## config.mk

```make
export PLATFORM = sky130hd
export DESIGN_NAME = lcd_subpixel_fir_argb_packer
export DESIGN_NICKNAME = d
export VERILOG_FILES = /design/src/rtl/lcdsp_pkg.sv /design/src/rtl/lcdsp_apb_regs.sv /design/src/rtl/lcdsp_filter.sv /design/src/rtl/lcd_subpixel_fir_argb_packer.sv
export SDC_FILE = /design/constraint.sdc
export NUM_CORES = 1
export LEC_CHECK = 0
export BUFFER_PORTS_ARGS = -buffer_cell sky130_fd_sc_hd__buf_2
export CORE_MARGIN = 10
export CORE_UTILIZATION = 65
export CTS_CLUSTER_SIZE = 28
export DETAILED_ROUTE_END_ITERATION = 10
export GPL_ROUTABILITY_DRIVEN = 0
export PLACE_DENSITY = 0.83
export SLEW_MARGIN = 10
export SYNTH_ARGS = -nofsm -noshare
export SYNTH_HDL_FRONTEND = slang
export SYNTH_SLANG_ARGS = --single-unit
```

## constraint.sdc

```tcl
create_clock -name clk -period 11.8 [get_ports clk]
set_input_delay 2.36 -clock clk [delete_from_list [all_inputs] [get_ports clk]]
set_output_delay 2.36 -clock clk [all_outputs]
set_load 0.1 [all_outputs]
```

## src/rtl/lcdsp_pkg.sv

```systemverilog
// Shared types, constants and filter functions of the subpixel FIR packer.
// No dependencies; lcdsp_apb_regs, lcdsp_filter and the top level import it.
package lcdsp_pkg;

    localparam logic [7:0] TAP_EDGE   = 8'h1C;
    localparam logic [7:0] TAP_NEAR   = 8'h38;
    localparam logic [7:0] TAP_CENTRE = 8'h55;
    localparam logic [7:0] MAX_BYTE   = 8'd255;

    // Position of a sample within its pixel.
    localparam logic [1:0] PHASE_FIRST = 2'd0;
    localparam logic [1:0] PHASE_MID   = 2'd1;
    localparam logic [1:0] PHASE_THIRD = 2'd2;

    // Register indexes of the configuration port.
    localparam logic REG_BGR_ORDER = 1'b0;

    typedef struct packed {
        logic [3:0][7:0] hist;      // hist[0] is the newest sample
        logic [1:0]      line_pos;  // samples seen in the line, saturating at two
        logic [1:0]      phase;
        logic [1:0][7:0] pend;      // filtered first and middle subpixels
    } lcdsp_state_t;

    typedef struct packed {
        logic        valid;
        logic [31:0] pixel;
        logic        last;
    } lcdsp_result_t;

    // Five-tap kernel, taps ordered from the newest sample to the oldest.
    function automatic logic [7:0] fir5(input logic [7:0] a, input logic [7:0] b,
                                        input logic [7:0] c, input logic [7:0] d,
                                        input logic [7:0] e);
        logic [16:0] acc;
        acc = 17'(TAP_EDGE) * 17'(a) + 17'(TAP_NEAR) * 17'(b)
            + 17'(TAP_CENTRE) * 17'(c) + 17'(TAP_NEAR) * 17'(d)
            + 17'(TAP_EDGE) * 17'(e);
        if (acc[16:8] > 9'(MAX_BYTE))
            return MAX_BYTE;
        return acc[15:8];
    endfunction

    function automatic logic [31:0] pack_pixel(input logic [7:0] first,
                                               input logic [7:0] mid,
                                               input logic [7:0] third,
                                               input logic       bgr);
        logic [7:0] r;
        logic [7:0] b;
        r = bgr ? third : first;
        b = bgr ? first : third;
        return {mid, r, mid, b};
    endfunction

endpackage

```

## src/rtl/lcdsp_apb_regs.sv

```systemverilog
// APB register file of the subpixel FIR packer: holds the subpixel order bit.
// Depends on lcdsp_pkg for the register indexes.
module lcdsp_apb_regs
    import lcdsp_pkg::*;
(
    input  logic        clk,
    input  logic        rst_n,
    input  logic        psel,
    input  logic        penable,
    input  logic        pwrite,
    input  logic [2:0]  paddr,
    input  logic [31:0] pwdata,
    output logic [31:0] prdata,
    output logic        pready,
    output logic        bgr_order
);

    logic bgr_order_reg;
    logic bgr_order_next;
    logic wr_en;

    assign pready = 1'b1;
    assign wr_en  = psel && penable && pwrite && pready;

    always_comb
    begin
        bgr_order_next = bgr_order_reg;
        if (wr_en && (paddr[2] == REG_BGR_ORDER))
            bgr_order_next = pwdata[0];
    end

    always_ff @(posedge clk or negedge rst_n)
    begin
        if (!rst_n)
            bgr_order_reg <= 1'b0;
        else
            bgr_order_reg <= bgr_order_next;
    end

    assign prdata    = (paddr[2] == REG_BGR_ORDER) ? {31'd0, bgr_order_reg} : 32'd0;
    assign bgr_order = bgr_order_reg;

endmodule

```

## src/rtl/lcdsp_filter.sv

```systemverilog
// Combinational filter step: one sample against the line state gives the next
// state and at most one packed pixel. Depends on lcdsp_pkg.
module lcdsp_filter
    import lcdsp_pkg::*;
(
    input  lcdsp_state_t  st,
    input  logic [7:0]    sample,
    input  logic          line_end,
    input  logic          bgr_order,
    output lcdsp_state_t  st_next,
    output lcdsp_result_t res
);

    logic [1:0] phase;
    logic [7:0] y0;
    logic [7:0] y1;
    logic [7:0] y2;

    // A phase code of three cannot arise; it is handled as the first phase.
    assign phase = (st.phase == 2'd3) ? PHASE_FIRST : st.phase;

    assign y0 = fir5(sample, st.hist[0], st.hist[1], st.hist[2], st.hist[3]);
    assign y1 = fir5(8'd0, sample, st.hist[0], st.hist[1], st.hist[2]);
    assign y2 = fir5(8'd0, 8'd0, sample, st.hist[0], st.hist[1]);

    always_comb
    begin
        st_next = st;
        res     = '0;
        if (line_end && (phase == PHASE_THIRD))
        begin
            // The line ends on a whole pixel: flush the taps against zero.
            res.valid = 1'b1;
            res.pixel = pack_pixel(y0, y1, y2, bgr_order);
            res.last  = 1'b1;
            st_next   = '0;
        end
        else
        begin
            // The filtered value belongs to the subpixel two places back.
            if (st.line_pos >= 2'd2)
            begin
                unique case (phase)
                    PHASE_FIRST: st_next.pend[1] = y0;
                    PHASE_MID:
                    begin
                        res.valid = 1'b1;
                        res.pixel = pack_pixel(st.pend[0], st.pend[1], y0, bgr_order);
                    end
                    default:     st_next.pend[0] = y0;
                endcase
            end
            st_next.hist     = {st.hist[2:0], sample};
            st_next.line_pos = (st.line_pos >= 2'd2) ? st.line_pos : st.line_pos + 2'd1;
            st_next.phase    = (phase == PHASE_THIRD) ? PHASE_FIRST : phase + 2'd1;
        end
    end

endmodule

```

## src/rtl/lcd_subpixel_fir_argb_packer.sv

```systemverilog
// Subpixel FIR and ARGB packer. A sample held in the input register is filtered
// when the output register is free or emptying; its pixel, if any, is then
// offered from that register. Throughput is one sample per cycle while m_tready
// holds, one pixel per three samples, set by the single input register and
// single result register around the filter step. Asynchronous active-low reset
// clears the line state, the valid flags and the subpixel order register (RGB).
module lcd_subpixel_fir_argb_packer
    import lcdsp_pkg::*;
(
    input  logic        clk,
    input  logic        rst_n,
    input  logic        s_tvalid,
    output logic        s_tready,
    input  logic [7:0]  s_tdata,    // [7:0] sample
    input  logic        s_tlast,    // line_end
    output logic        m_tvalid,
    input  logic        m_tready,
    output logic [31:0] m_tdata,    // [31:0] argb_pixel
    output logic        m_tlast,    // pixel_line_end
    input  logic        psel,
    input  logic        penable,
    input  logic        pwrite,
    input  logic [2:0]  paddr,
    input  logic [31:0] pwdata,
    output logic [31:0] prdata,
    output logic        pready
);

    logic          bgr_order;
    logic          s1_valid_reg;
    logic          s1_valid_next;
    logic [7:0]    s1_sample_reg;
    logic          s1_last_reg;
    lcdsp_state_t  st_reg;
    lcdsp_state_t  st_next;
    lcdsp_result_t res;
    logic          out_valid_reg;
    logic          out_valid_next;
    logic [31:0]   out_pixel_reg;
    logic          out_last_reg;
    logic          fire_in;
    logic          fire_proc;

    lcdsp_apb_regs u_regs (
        .clk       (clk),
        .rst_n     (rst_n),
        .psel      (psel),
        .penable   (penable),
        .pwrite    (pwrite),
        .paddr     (paddr),
        .pwdata    (pwdata),
        .prdata    (prdata),
        .pready    (pready),
        .bgr_order (bgr_order)
    );

    lcdsp_filter u_filter (
        .st        (st_reg),
        .sample    (s1_sample_reg),
        .line_end  (s1_last_reg),
        .bgr_order (bgr_order),
        .st_next   (st_next),
        .res       (res)
    );

    // The held sample is processed when the output register is free or emptying.
    assign fire_proc = s1_valid_reg && (!out_valid_reg || m_tready);
    assign s_tready  = !s1_valid_reg || fire_proc;
    assign fire_in   = s_tvalid && s_tready;

    always_comb
    begin
        s1_valid_next = s1_valid_reg;
        if (fire_in)
            s1_valid_next = 1'b1;
        else if (fire_proc)
            s1_valid_next = 1'b0;

        out_valid_next = out_valid_reg;
        if (fire_proc)
            out_valid_next = res.valid;
        else if (m_tready)
            out_valid_next = 1'b0;
    end

    always_ff @(posedge clk or negedge rst_n)
    begin
        if (!rst_n)
        begin
            s1_valid_reg  <= 1'b0;
            out_valid_reg <= 1'b0;
            st_reg        <= '0;
        end
        else
        begin
            s1_valid_reg  <= s1_valid_next;
            out_valid_reg <= out_valid_next;
            if (fire_proc)
                st_reg <= st_next;
        end
    end

    always_ff @(posedge clk)
    begin
        if (fire_in)
        begin
            s1_sample_reg <= s_tdata;
            s1_last_reg   <= s_tlast;
        end
        if (fire_proc && res.valid)
        begin
            out_pixel_reg <= res.pixel;
            out_last_reg  <= res.last;
        end
    end

    assign m_tvalid = out_valid_reg;
    assign m_tdata  = out_pixel_reg;
    assign m_tlast  = out_last_reg;

endmodule

```

==> reports/metrics.cfg <==
[run_status]
outcome = complete, no violations

[global_route]
overflow = 0
grt_antenna_before_repair = 0
grtUsageTotal = 0.236
grt_max_degree = 56
grt_pass1_vias = 9453
grt_pass1_wl_mm = 46.5

[worst_hold_path]
hold_end = st_reg[4]$_DFFE_PN0P_
holdPathStages = 2
hp-class = flop to flop
min_from = st_reg[4]$_DFFE_PN0P_

[timing]
fin_setup_tns_ps = 0
rsz0062_at_grt = false
fmax_mhz = 118
setup_viol = 0
whs_ps = 483
min_period_ps = 8480
hold_violations = 0
worst_pin_slew_ps = 1230
slew_viol_final = 0
period_share = 0.719
clock_skew_ps = 11.4
slew_headroom = 0.177

[yosys]
yosysWarnings = 0
synth_area_leaders = fa_1 20%, ha_1 20%, dfrtp_1 11%, edfxtp_1 8.3%, inv_1 6.1%
async_flop_share = 0.618
synth_top_cell_by_area = fa_1
ys_ff_latch = 89
synth_cells = 1256
synth_top_area_frac = 0.204
yosys.cell_types.count = 77
synth_area_per_cell_um2 = 9.76
yosysSeqAreaShare = 0.196
yosys_most_used_dff = dfrtp_1
synth_edf_count = 34
netlist_area_mm2 = 0.0123

[finish]
final_cell_mix = 198 x inv_1, 198 x ha_1, 125 x fa_1, 88 x nand2_1, 56 x a21oi_1
n_antenna_cell = 0
fill_cells = 1390
drive_gt1_frac = 0.0871
syn2layout_area_growth_pct = 5.03
largest_register_ffs = 52
fin_area_mm2 = 0.0129
final_util = 0.690
nNetsFinal = 1666

[worst_setup_path]
cpMaxStageDelayCell = edfxtp_1
worstSetupPathType = flop to flop
required_ps = 11910
crit_fanout = 7
cpPeakStageDelay_ps = 620
worstPathArrival_ps = 8590
reg2reg_to = m_tdata[19]$_DFFE_PP_
r2r_start = s1_sample_reg[0]$_DFFE_PP_
cp-start-kind = flop
r2r_slack_ps = 3320
r2r_cells = 27
critical_path.top_delay_family = adder cells
endpoint_kind = flop
critPathBufInv = 2

[clock_network]
root_buffer = clkbuf_16
ctsResizeCount = 0
clk_latency_ps = 360
cts.sinks = 89
clockBufferDepth = 2
cts_htree_levels = 3
cts_buffers = 9
cts_tree = yes
path_clk_slew_ps = 70
postCtsSetupBuffers = 0
hold_buffers = 0

[floorplanning]
fp-row-count = 50
design.die.area_mm2 = 0.0247
die_h_um = 157
ios = 119
die-width_um = 157
coreArea_mm2 = 0.0186
start_util = 0.657

[drt]
drcViolationCount = 0
avgRoutedWirePerCell_um = 18.1
firstDrtPassIters = 5
avgViaCountPerCell = 5.88
ant_nets = 0
num_vias = 9008
dr.first_iter.drc_count = 634
wirelength_mm = 27.8

[placed_design]
placed_cell_area_mm2 = 0.0126
port_buffers = 53
dpl.hpwl_mm = 22.5

[job]
cap_violations = 0

==> how the worst max path moves through the flow <==
| stage | cells past startpoint | slack [ps] | endpoint | from |
|---|---|---|---|---|
| global route | 28 | 2920 | m_tdata[18]$_DFFE_PP_ | s1_sample_reg[3]$_DFFE_PP_ |
| floorplan | 27 | 4480 | m_tdata[17]$_DFFE_PP_ | s1_sample_reg[0]$_DFFE_PP_ |
| CTS | 27 | 3440 | m_tdata[21]$_DFFE_PP_ | s1_sample_reg[0]$_DFFE_PP_ |
| global placement | 27 | 3610 | m_tdata[20]$_DFFE_PP_ | s1_sample_reg[0]$_DFFE_PP_ |
| detailed placement | 27 | 3510 | m_tdata[21]$_DFFE_PP_ | s1_sample_reg[0]$_DFFE_PP_ |
| finish | 27 | 3320 | m_tdata[19]$_DFFE_PP_ | s1_sample_reg[0]$_DFFE_PP_ |
==> tightest hold or removal path, cell delays in order (launching register included) <==
cell and delay, ps:
dfrtp_1 350, nand2_1 50, o31ai_1 50
==> logic make-up (layout without fill, tap and decap cells) <==
logic type                 after synthesis  count (layout)  share of synthesized area
AOI/OAI and AO/OA                      258             258                      0.148
buffers and inverters                  263             274                     0.0930
muxes                                   12              12                     0.0118
other                                    2              32                   0.000613
xor gates and xnor gates                72              72                     0.0526
and+or+nand+nor                        237             237                     0.0922
DFF                                     89              89                      0.196
adders and majority gates              323             323                      0.406
==> synth_stat cells (20+ instances only) <==
cell      instances
ha_1            198
inv_1           198
fa_1            125
nand2_1          88
a21oi_1          56
dfrtp_1          55
o21ai_0          51
xnor2_1          49
buf_4            40
nand3_1          40
nor2_1           38
edfxtp_1         34
a21o_1           22
xor2_1           22
clkbuf_1         20
==> per-stage QoR <==
stage          cells  setup WS (ps)
2_1_floorplan   1286           4480
3_3_place_gp    1515           3610
3_5_place_dp    1515           3510
4_1_cts         1531           3440
5_1_grt         1531           2920
6_report        1531           3320
==> final cells by class <==
| class | instances | area, µm² | share of cell area |
|---|---|---|---|
| clock inverter | 7 | 66.3 | 0.00515 |
| inverter | 199 | 747 | 0.0580 |
| clock buffer | 9 | 225 | 0.0175 |
| timing repair buffer | 59 | 310 | 0.0241 |
| sequential | 89 | 2400 | 0.186 |
| tap | 234 | 293 | 0.0227 |
| multi-input combinational | 934 | 8830 | 0.686 |
==> routing by layer <==
layer  vias up  global-route usage  routed length, µm
li1       4294                   -                  -
met1      4435               0.289              11700
met2       223               0.406              13600
met3        56              0.0360               1440
met4         0               0.101               1010
met5         -                   0                  0
Power is not shown: default switching activity piles up to over one toggle a cycle in this logic, so the estimate is an artifact.
